<file path="src/rtl/mcg_pkg.sv">
`timescale 1ns / 1ps

package mcg_pkg;

  localparam int CFG_BITS        = 10;
  localparam int CFG_INDEX_BITS  = 2;
  localparam int KEY_FIELD_BITS  = 16;
  localparam int DUTY_FIELD_BITS = 16;
  localparam int SERVO_BITS      = 8;
  localparam int MODE_BITS       = 2;

  localparam logic [CFG_BITS-1:0] WAIT_TICKS_RESET    = 10'd250;
  localparam logic [CFG_BITS-1:0] HOLDOFF_TICKS_RESET = 10'd50;
  localparam logic [CFG_BITS-1:0] TIMEOUT_TICKS_RESET = 10'd25;

  localparam logic [CFG_INDEX_BITS-1:0] CFG_WAIT_TICKS    = 2'd0;
  localparam logic [CFG_INDEX_BITS-1:0] CFG_HOLDOFF_TICKS = 2'd1;
  localparam logic [CFG_INDEX_BITS-1:0] CFG_TIMEOUT_TICKS = 2'd2;

  typedef enum logic [MODE_BITS-1:0] {
    MODE_NORMAL  = 2'd0,
    MODE_WAITING = 2'd1,
    MODE_HOLDOFF = 2'd2
  } mode_t;

  typedef struct packed {
    logic [CFG_BITS-1:0] wait_ticks;
    logic [CFG_BITS-1:0] holdoff_ticks;
    logic [CFG_BITS-1:0] timeout_ticks;
  } cfg_t;

  typedef struct packed {
    logic bump;
    logic timed_out;
  } tick_flags_t;

endpackage

</file>
<file path="src/rtl/mcg_cfg_regs.sv">
`timescale 1ns / 1ps

module mcg_cfg_regs
  import mcg_pkg::*;
(
  input  logic                      clk,
  input  logic                      rst_n,
  input  logic                      cfg_we,
  input  logic [CFG_INDEX_BITS-1:0] cfg_index,
  input  logic [CFG_BITS-1:0]       cfg_wdata,
  output cfg_t                      cfg
);

  cfg_t cfg_r;
  cfg_t cfg_nxt;

  always_comb begin
    cfg_nxt = cfg_r;
    if (cfg_we) begin
      case (cfg_index)
        CFG_WAIT_TICKS:    cfg_nxt.wait_ticks    = cfg_wdata;
        CFG_HOLDOFF_TICKS: cfg_nxt.holdoff_ticks = cfg_wdata;
        CFG_TIMEOUT_TICKS: cfg_nxt.timeout_ticks = cfg_wdata;
        default:           cfg_nxt = cfg_r;
      endcase
    end
  end

  always_ff @(posedge clk) begin
    if (!rst_n) begin
      cfg_r.wait_ticks    <= WAIT_TICKS_RESET;
      cfg_r.holdoff_ticks <= HOLDOFF_TICKS_RESET;
      cfg_r.timeout_ticks <= TIMEOUT_TICKS_RESET;
    end else begin
      cfg_r <= cfg_nxt;
    end
  end

  assign cfg = cfg_r;

endmodule

</file>
<file path="src/rtl/mcg_tick_logic.sv">
`timescale 1ns / 1ps

module mcg_tick_logic
  import mcg_pkg::*;
#(
  parameter int KEY_BITS   = 16,
  parameter int DUTY_BITS  = 16,
  parameter int COUNT_BITS = 10
) (
  input  cfg_t                       cfg,
  input  logic                       bumper_hit,
  input  logic                       cmd_valid,
  input  logic                       cmd_set_key,
  input  logic [KEY_FIELD_BITS-1:0]  cmd_key,
  input  logic [DUTY_FIELD_BITS-1:0] cmd_left_duty,
  input  logic [DUTY_FIELD_BITS-1:0] cmd_right_duty,
  input  logic                       cmd_left_dir,
  input  logic                       cmd_right_dir,
  input  logic [SERVO_BITS-1:0]      cmd_servo,
  input  mode_t                      mode_cur,
  input  logic [COUNT_BITS-1:0]      wait_count_cur,
  input  logic [COUNT_BITS-1:0]      holdoff_count_cur,
  input  logic [COUNT_BITS-1:0]      watchdog_cur,
  input  logic [KEY_BITS-1:0]        session_key_cur,
  input  logic [DUTY_BITS-1:0]       left_duty_cur,
  input  logic [DUTY_BITS-1:0]       right_duty_cur,
  input  logic                       left_dir_cur,
  input  logic                       right_dir_cur,
  input  logic [SERVO_BITS-1:0]      servo_cur,
  output mode_t                      mode_new,
  output logic [COUNT_BITS-1:0]      wait_count_new,
  output logic [COUNT_BITS-1:0]      holdoff_count_new,
  output logic [COUNT_BITS-1:0]      watchdog_new,
  output logic [KEY_BITS-1:0]        session_key_new,
  output logic [DUTY_BITS-1:0]       left_duty_new,
  output logic [DUTY_BITS-1:0]       right_duty_new,
  output logic                       left_dir_new,
  output logic                       right_dir_new,
  output logic [SERVO_BITS-1:0]      servo_new,
  output tick_flags_t                flags
);

  localparam int CMP_BITS = (COUNT_BITS > CFG_BITS) ? COUNT_BITS : CFG_BITS;
  localparam logic [COUNT_BITS-1:0] COUNT_MAX = {COUNT_BITS{1'b1}};

  mode_t                 mode_seq;
  logic [COUNT_BITS-1:0] wait_inc;
  logic [COUNT_BITS-1:0] holdoff_inc;
  logic [COUNT_BITS-1:0] watchdog_inc;
  logic                  bump;
  logic [KEY_BITS-1:0]   key_in;
  logic                  key_match;
  logic                  cmd_take;
  logic                  watchdog_clear;
  logic                  timed_out;

  assign wait_inc    = wait_count_cur + 1'b1;
  assign holdoff_inc = holdoff_count_cur + 1'b1;

  // Mode sequencer followed by the bump check.
  always_comb begin
    mode_seq          = mode_cur;
    wait_count_new    = wait_count_cur;
    holdoff_count_new = holdoff_count_cur;
    case (mode_cur)
      MODE_WAITING: begin
        if (CMP_BITS'(wait_inc) >= CMP_BITS'(cfg.wait_ticks)) begin
          wait_count_new = '0;
          mode_seq       = MODE_HOLDOFF;
        end else begin
          wait_count_new = wait_inc;
        end
      end
      MODE_HOLDOFF: begin
        if (CMP_BITS'(holdoff_inc) >= CMP_BITS'(cfg.holdoff_ticks)) begin
          holdoff_count_new = '0;
          mode_seq          = MODE_NORMAL;
        end else begin
          holdoff_count_new = holdoff_inc;
        end
      end
      default: mode_seq = mode_cur;
    endcase
    bump     = (mode_seq != MODE_HOLDOFF) && bumper_hit;
    mode_new = bump ? MODE_WAITING : mode_seq;
  end

  assign watchdog_inc   = (watchdog_cur == COUNT_MAX) ? watchdog_cur : watchdog_cur + 1'b1;
  assign key_in         = KEY_BITS'(cmd_key);
  assign key_match      = (key_in == session_key_cur);
  assign cmd_take       = cmd_valid && !cmd_set_key && key_match;
  assign watchdog_clear = cmd_valid && (cmd_set_key || key_match);
  assign watchdog_new   = watchdog_clear ? '0 : watchdog_inc;
  assign session_key_new = (cmd_valid && cmd_set_key) ? key_in : session_key_cur;
  assign timed_out      = CMP_BITS'(watchdog_new) >= CMP_BITS'(cfg.timeout_ticks);

  // Motor and servo outputs.
  always_comb begin
    left_duty_new  = left_duty_cur;
    right_duty_new = right_duty_cur;
    left_dir_new   = left_dir_cur;
    right_dir_new  = right_dir_cur;
    servo_new      = servo_cur;
    if (bump) begin
      left_duty_new  = '0;
      right_duty_new = '0;
      left_dir_new   = 1'b0;
      right_dir_new  = 1'b0;
    end
    if (cmd_take) begin
      servo_new = cmd_servo;
      if (mode_new != MODE_WAITING) begin
        left_duty_new  = DUTY_BITS'(cmd_left_duty);
        right_duty_new = DUTY_BITS'(cmd_right_duty);
        left_dir_new   = cmd_left_dir;
        right_dir_new  = cmd_right_dir;
      end
    end
    if (timed_out) begin
      left_duty_new  = '0;
      right_duty_new = '0;
      left_dir_new   = 1'b0;
      right_dir_new  = 1'b0;
    end
    flags.bump      = bump;
    flags.timed_out = timed_out;
  end

endmodule

</file>
<file path="src/rtl/motor_command_gate_with_bump_lockout.sv">
`timescale 1ns / 1ps

// Motor command gate with bump lockout.
// Each input transfer is one control tick: the bumper level plus an optional
// radio command. Each tick produces exactly one output transfer carrying the
// motor duties and directions, servo position, mode and the bump and
// link-timeout flags after that tick.
// Both channels use valid and stall; a transfer happens on a rising edge
// with valid high and stall low.
// The tick is evaluated by combinational logic from the held state and
// written into the state registers and the output register at the edge
// where the input transfer happens; the result shows in the next cycle.
// One tick is accepted every cycle while the output side is not stalled.
// When the receiver stalls with a result pending, in_stall is raised in the
// same cycle and the result holds until taken.
// The user must write configuration through cfg_we, cfg_index and cfg_wdata
// only while the block is idle; the block does not enforce this. Writes to
// an unused index are ignored. Synchronous active-low reset returns the mode
// to normal, clears counters, session key, duties, directions and servo, loads
// the tick registers with 250, 50 and 25, and empties the output register.
module motor_command_gate_with_bump_lockout
  import mcg_pkg::*;
#(
  parameter int KEY_BITS   = 16,
  parameter int DUTY_BITS  = 16,
  parameter int COUNT_BITS = 10
) (
  input  logic                       clk,
  input  logic                       rst_n,
  input  logic                       cfg_we,
  input  logic [CFG_INDEX_BITS-1:0]  cfg_index,
  input  logic [CFG_BITS-1:0]        cfg_wdata,
  input  logic                       in_valid,
  output logic                       in_stall,
  input  logic                       in_bumper_hit,
  input  logic                       in_cmd_valid,
  input  logic                       in_cmd_set_key,
  input  logic [KEY_FIELD_BITS-1:0]  in_cmd_key,
  input  logic [DUTY_FIELD_BITS-1:0] in_cmd_left_duty,
  input  logic [DUTY_FIELD_BITS-1:0] in_cmd_right_duty,
  input  logic                       in_cmd_left_dir,
  input  logic                       in_cmd_right_dir,
  input  logic [SERVO_BITS-1:0]      in_cmd_servo,
  output logic                       out_valid,
  input  logic                       out_stall,
  output logic [DUTY_FIELD_BITS-1:0] out_left_duty,
  output logic [DUTY_FIELD_BITS-1:0] out_right_duty,
  output logic                       out_left_dir,
  output logic                       out_right_dir,
  output logic [SERVO_BITS-1:0]      out_servo_angle,
  output logic [MODE_BITS-1:0]       out_mode,
  output logic                       out_bump_report,
  output logic                       out_link_timed_out
);

  cfg_t cfg;

  mode_t                 mode_r;
  logic [COUNT_BITS-1:0] wait_count_r;
  logic [COUNT_BITS-1:0] holdoff_count_r;
  logic [COUNT_BITS-1:0] watchdog_r;
  logic [KEY_BITS-1:0]   session_key_r;
  logic [DUTY_BITS-1:0]  left_duty_r;
  logic [DUTY_BITS-1:0]  right_duty_r;
  logic                  left_dir_r;
  logic                  right_dir_r;
  logic [SERVO_BITS-1:0] servo_r;

  mode_t                 mode_nxt;
  logic [COUNT_BITS-1:0] wait_count_nxt;
  logic [COUNT_BITS-1:0] holdoff_count_nxt;
  logic [COUNT_BITS-1:0] watchdog_nxt;
  logic [KEY_BITS-1:0]   session_key_nxt;
  logic [DUTY_BITS-1:0]  left_duty_nxt;
  logic [DUTY_BITS-1:0]  right_duty_nxt;
  logic                  left_dir_nxt;
  logic                  right_dir_nxt;
  logic [SERVO_BITS-1:0] servo_nxt;
  tick_flags_t           flags_nxt;

  logic        out_valid_r;
  tick_flags_t out_flags_r;
  logic        in_xfer;
  logic        out_xfer;

  mcg_cfg_regs u_cfg_regs (
    .clk       (clk),
    .rst_n     (rst_n),
    .cfg_we    (cfg_we),
    .cfg_index (cfg_index),
    .cfg_wdata (cfg_wdata),
    .cfg       (cfg)
  );

  mcg_tick_logic #(
    .KEY_BITS   (KEY_BITS),
    .DUTY_BITS  (DUTY_BITS),
    .COUNT_BITS (COUNT_BITS)
  ) u_tick_logic (
    .cfg               (cfg),
    .bumper_hit        (in_bumper_hit),
    .cmd_valid         (in_cmd_valid),
    .cmd_set_key       (in_cmd_set_key),
    .cmd_key           (in_cmd_key),
    .cmd_left_duty     (in_cmd_left_duty),
    .cmd_right_duty    (in_cmd_right_duty),
    .cmd_left_dir      (in_cmd_left_dir),
    .cmd_right_dir     (in_cmd_right_dir),
    .cmd_servo         (in_cmd_servo),
    .mode_cur          (mode_r),
    .wait_count_cur    (wait_count_r),
    .holdoff_count_cur (holdoff_count_r),
    .watchdog_cur      (watchdog_r),
    .session_key_cur   (session_key_r),
    .left_duty_cur     (left_duty_r),
    .right_duty_cur    (right_duty_r),
    .left_dir_cur      (left_dir_r),
    .right_dir_cur     (right_dir_r),
    .servo_cur         (servo_r),
    .mode_new          (mode_nxt),
    .wait_count_new    (wait_count_nxt),
    .holdoff_count_new (holdoff_count_nxt),
    .watchdog_new      (watchdog_nxt),
    .session_key_new   (session_key_nxt),
    .left_duty_new     (left_duty_nxt),
    .right_duty_new    (right_duty_nxt),
    .left_dir_new      (left_dir_nxt),
    .right_dir_new     (right_dir_nxt),
    .servo_new         (servo_nxt),
    .flags             (flags_nxt)
  );

  assign in_stall = out_valid_r && out_stall;
  assign in_xfer  = in_valid && !in_stall;
  assign out_xfer = out_valid_r && !out_stall;

  always_ff @(posedge clk) begin
    if (!rst_n) begin
      mode_r          <= MODE_NORMAL;
      wait_count_r    <= '0;
      holdoff_count_r <= '0;
      watchdog_r      <= '0;
      session_key_r   <= '0;
      left_duty_r     <= '0;
      right_duty_r    <= '0;
      left_dir_r      <= 1'b0;
      right_dir_r     <= 1'b0;
      servo_r         <= '0;
      out_valid_r     <= 1'b0;
      out_flags_r     <= '0;
    end else begin
      if (in_xfer) begin
        mode_r          <= mode_nxt;
        wait_count_r    <= wait_count_nxt;
        holdoff_count_r <= holdoff_count_nxt;
        watchdog_r      <= watchdog_nxt;
        session_key_r   <= session_key_nxt;
        left_duty_r     <= left_duty_nxt;
        right_duty_r    <= right_duty_nxt;
        left_dir_r      <= left_dir_nxt;
        right_dir_r     <= right_dir_nxt;
        servo_r         <= servo_nxt;
        out_flags_r     <= flags_nxt;
        out_valid_r     <= 1'b1;
      end else if (out_xfer) begin
        out_valid_r <= 1'b0;
      end
    end
  end

  // The state registers double as the output register: they change only on
  // an input transfer, which cannot happen while a result is stalled.
  assign out_valid          = out_valid_r;
  assign out_left_duty      = DUTY_FIELD_BITS'(left_duty_r);
  assign out_right_duty     = DUTY_FIELD_BITS'(right_duty_r);
  assign out_left_dir       = left_dir_r;
  assign out_right_dir      = right_dir_r;
  assign out_servo_angle    = servo_r;
  assign out_mode           = mode_r;
  assign out_bump_report    = out_flags_r.bump;
  assign out_link_timed_out = out_flags_r.timed_out;

  a_bump_enters_waiting : assert property (@(posedge clk) disable iff (!rst_n)
    (out_valid_r && out_flags_r.bump) |-> (mode_r == MODE_WAITING))
    else $error("bump reported outside waiting mode");

  a_timeout_stops_motors : assert property (@(posedge clk) disable iff (!rst_n)
    (out_valid_r && out_flags_r.timed_out) |->
      (left_duty_r == '0 && right_duty_r == '0 && !left_dir_r && !right_dir_r))
    else $error("timeout left a motor running");

  a_wait_count_idle : assert property (@(posedge clk) disable iff (!rst_n)
    (wait_count_r != '0) |-> (mode_r == MODE_WAITING))
    else $error("wait count nonzero outside waiting mode");

  a_holdoff_count_idle : assert property (@(posedge clk) disable iff (!rst_n)
    (holdoff_count_r != '0) |-> (mode_r == MODE_HOLDOFF))
    else $error("holdoff count nonzero outside holdoff mode");

  a_normal_no_holdoff : assert property (@(posedge clk) disable iff (!rst_n)
    (in_xfer && mode_r == MODE_NORMAL) |=> (mode_r != MODE_HOLDOFF))
    else $error("normal mode went straight to holdoff");

endmodule
</file>
<file path="config.mk">
export PLATFORM = sky130hd
export DESIGN_NAME = motor_command_gate_with_bump_lockout
export DESIGN_NICKNAME = d
export VERILOG_FILES = /design/src/rtl/mcg_pkg.sv /design/src/rtl/mcg_cfg_regs.sv /design/src/rtl/mcg_tick_logic.sv /design/src/rtl/motor_command_gate_with_bump_lockout.sv
export SDC_FILE = /design/constraint.sdc
export NUM_CORES = 1
export LEC_CHECK = 0
export ABC_AREA = 1
export BUFFER_PORTS_ARGS = -buffer_cell sky130_fd_sc_hd__clkbuf_2
export CAP_MARGIN = 25
export CORE_UTILIZATION = 35
export CTS_CLUSTER_DIAMETER = 30
export DETAILED_ROUTE_END_ITERATION = 10
export PLACE_DENSITY_LB_ADDON = 0.2
export SETUP_SLACK_MARGIN = 0.1
export SYNTH_ARGS = -nofsm -noshare
export SYNTH_HDL_FRONTEND = slang
export SYNTH_SLANG_ARGS = --single-unit
export TNS_END_PERCENT = 20
</file>
<file path="constraint.sdc">
create_clock -name clk -period 4.7 [get_ports clk]
set_input_delay 0.94 -clock clk [delete_from_list [all_inputs] [get_ports clk]]
set_output_delay 0.94 -clock clk [all_outputs]
set_load 0.005 [all_outputs]
</file>
==> flow_summary.yaml <==
status:
  status: "complete, but fails checks"
  violations: "DRC"
layout:
  drive_gt1_share_pct: 17.1
  insertedDiodeCount: 0
  multi_input_area_mm2: 0.00345
  regArea_mm2: 0.00246
  stdcell_area_mm2: 0.00807
  area_growth_pct: 23.4
  fin_nets: 1178
  fillCellCount: 1916
worst_setup_path:
  crit_start: "holdoff_count_r[0]"
  critical_path_class: "flop to flop"
  worst-path-max-fanout: 34
  worstPathRequired_ns: 4.99
  critPathLaunchType: "flop"
  rrSetupSlack_ns: 0.77
  reg2reg_from: "holdoff_count_r[0]"
  cp-end-kind: "flop"
  arrival_ns: 4.22
placed_design:
  gp_congestion: 0.833
  hpwl_mm: 11.3
  dpl_cell_area_mm2: 0.00735
  io_buffers: 125
sta:
  layout_worst_path_cycle_share_pct: 83.6
  setup_viol: 0
  final-hold-violation-count: 0
  slew_violations: 0
  fmax_mhz: 255
  grt_setup_unrepaired: "false"
  whs_ns: 0.459
  tightest_slew_ns: 0.870
  clock_skew_ns: 0.00700
  finalSetupTns_ns: 0
  max_slew_margin_pct: 41.9
  period_minus_slack_ns: 3.93
synth:
  ys_top_cells_by_area: "dfxtp_1 (38%), nand2_1 (14%), a21oi_1 (8.1%), inv_1 (6.8%), ha_1 (6.7%)"
  synth_commonest_cells: "nand2_1 (238), dfxtp_1 (123), inv_1 (119), a21oi_1 (106), nand3_1 (85)"
  yosysTopAreaCell: "dfxtp_1"
  synthArstFlopShare_pct: 0
  synthCells: 954
  synth_top_family_by_area: "simple AND/OR/NAND/NOR gates"
  synth-compound-area-share_pct: 14.6
  syn_avg_cell_area_um2: 6.86
  synth_cell_type_count: 36
  synth-edff-count: 0
  synthXorXnorAreaFrac_pct: 3.88
  seq_area_frac_synth_pct: 37.6
  synth-seq-cells: 123
  ys.flop_type: "dfxtp_1"
  synth_fp_nets: 1067
  synth_simple_gate_area_share_pct: 27.3
  synth.most_common_cell: "nand2_1"
  synth-warning-count: 0
  synth.top_cell.area_share_pct: 37.6
  synth_area_mm2: 0.00654
  synthAdderAreaFrac_pct: 6.69
  synth_mux_area_share_pct: 0
global_routing:
  use_met1_pct: 22.7
  grt-ovfl-total: 0
  grtUsageMet2_pct: 29.8
  grt_pass1_wl_mm: 27.9
  antenna_found_initial: 0
  grt_max_degree: 45
  grt.total_usage_pct: 17.9
  grtUsageMet3_pct: 3.83
  grt_busiest_layer: "met2"
  grt_pass1_vias: 5774
die:
  core_area_mm2: 0.0181
  start_util_pct: 36.1
  die_w_um: 139
  die_area_mm2: 0.0192
  rows: 49
  die-height_um: 139
  io_pins: 126
cts:
  cts_tree: "done"
  clock_sinks: 123
  h-tree-depth: 4
  clock-root-buffer: "clkbuf_16"
  path_clk_slew_ns: 0.06
  cts_resized: 0
  clockBufferDepth: 2
  clock_latency_ns: 0.41
  cts_setup_buffers: 0
  cts_hold_buffers: 0
  cts_buffers: 17
pwr:
  power.density_mw_per_mm2: 364
  p_leak_nw: 3.84
  p_sw_share_pct: 23.0
  p_comb_share_pct: 8.7
  p_int_mw: 2.26
  irDropWorstVdd_mv: 0.253
  power.switching_uw: 675
  seqPwrFrac_pct: 37.0
  pwr-share-clk_pct: 54.3
detailed_routing:
  wl_per_cell_um: 12.8
  antenna_left: 0
  drt-vias-per-instance: 4.79
  routed_wl_mm: 16.7
  drc: 12
  routed-via-count: 6266
  detail_route.iter0.violations: 302
  drt-pass1-iter-count: 8
run:
  drv_cap: 0
min_path:
  min_from: "u_cfg_regs.cfg[13]"
  worst_hold_path_type: "flop to flop"
cell usage in the layout, fill, tap and decap left out, types with 3 or more instances in the layout:
| cell | instances |
|---|---|
| clkbuf_2 | 125 |
| clkbuf_16 | 17 |
| nand3_1 | 85 |
| nand2_2 | 3 |
| clkinv_4 | 4 |
| inv_1 | 119 |
| nor3_1 | 3 |
| a21oi_1 | 106 |
| nand4_1 | 11 |
| xor2_1 | 12 |
| nand2_1 | 238 |
| nor2_1 | 66 |
| xnor2_1 | 17 |
| dfxtp_1 | 123 |
| o21ai_0 | 54 |
| ha_1 | 35 |
| buf_4 | 9 |
| inv_2 | 4 |
| o211ai_1 | 12 |
| or2_2 | 5 |
| bufinv_16 | 8 |
power by group through the flow:
| stage | Combinational (mW) | Clock, mW | Sequential, mW |
|---|---|---|---|
| 2_1_floorplan | 0.164 | 0 | 1.10 |
| 3_3_place_gp | 0.256 | 0 | 1.11 |
| 3_5_place_dp | 0.257 | 0 | 1.11 |
| 4_1_cts | 0.258 | 1.63 | 1.09 |
| 5_1_grt | 0.290 | 1.68 | 1.09 |
| 6_report | 0.255 | 1.60 | 1.09 |
flip-flops by register name, summed over array words and instances, names as in the netlist:
register	count
u_cfg_regs.cfg	30
wait_count_r	10
out_servo_angle	8
out_right_duty	16
watchdog_r	10
out_valid	1
holdoff_count_r	10
out_left_duty	16
session_key_r	16
out_left_dir	1
out_mode	2
out_link_timed_out	1
out_right_dir	1
out_bump_report	1
per-layer routing:
| layer | vias to the layer above | routed length [um] |
|---|---|---|
| li1 | 3308 | - |
| met1 | 2828 | 7860 |
| met2 | 109 | 7990 |
| met3 | 21 | 591 |
| met4 | 0 | 271 |
| met5 | - | 0 |
per-stage QoR:
stage | setup WS [ns] | utilization (%) | total power [mW] | std cells
after floorplan | 1.30 | - | 1.27 | 954
after global placement | 0.796 | 40.5 | 1.36 | 1275
after detailed placement | 0.738 | 40.5 | 1.37 | 1275
after CTS | 0.755 | 44.5 | 2.98 | 1307
after global routing | 0.283 | 44.5 | 3.06 | 1307
final | 0.771 | 44.5 | 2.94 | 1307
final timing paths:
| path | to | depth (start not counted) |
|---|---|---|
| setup / recovery | out_right_duty[2] | 22 |
| hold / removal | u_cfg_regs.cfg[13] | 2 |
| setup reg to reg | out_right_duty[2] | 22 |
| hold reg to reg | u_cfg_regs.cfg[13] | 2 |
worst max-delay path, cell delays in order, from the launching register on:
cell and delay, ns:
dfxtp_1 0.38, inv_1 0.08, nor3_1 0.31, nand3_1 0.17, nor3b_1 0.35, nand3_1 0.14, xor2_1 0.16, inv_1 0.07
ha_1 0.29, nand2_1 0.07, nand3b_1 0.08, nor2_1 0.13, nand3_1 0.16, nand2_1 0.10, inv_1 0.04, nand2_1 0.04
nand2_1 0.09, o21ai_1 0.21, nand2_2 0.09, nand2_2 0.51, nand2_1 0.12, nand3_1 0.11, a21oi_1 0.06
cell type report:
class                           instances  area share [%]
Tap cell                              229            3.55
Timing Repair Buffer                  134            8.59
Inverter                              124            5.76
Multi-Input combinational cell        665            42.7
Sequential cell                       123            30.5
Clock inverter                         15            3.66
Clock buffer                           17            5.27
cell families after synthesis:
logic type	count (synthesis)
simple gates	421
compound gates	180
buf+inv	166
flops	123
fa+ha+maj	35
xor+xnor	29
Power figures use the tool's default switching activity.
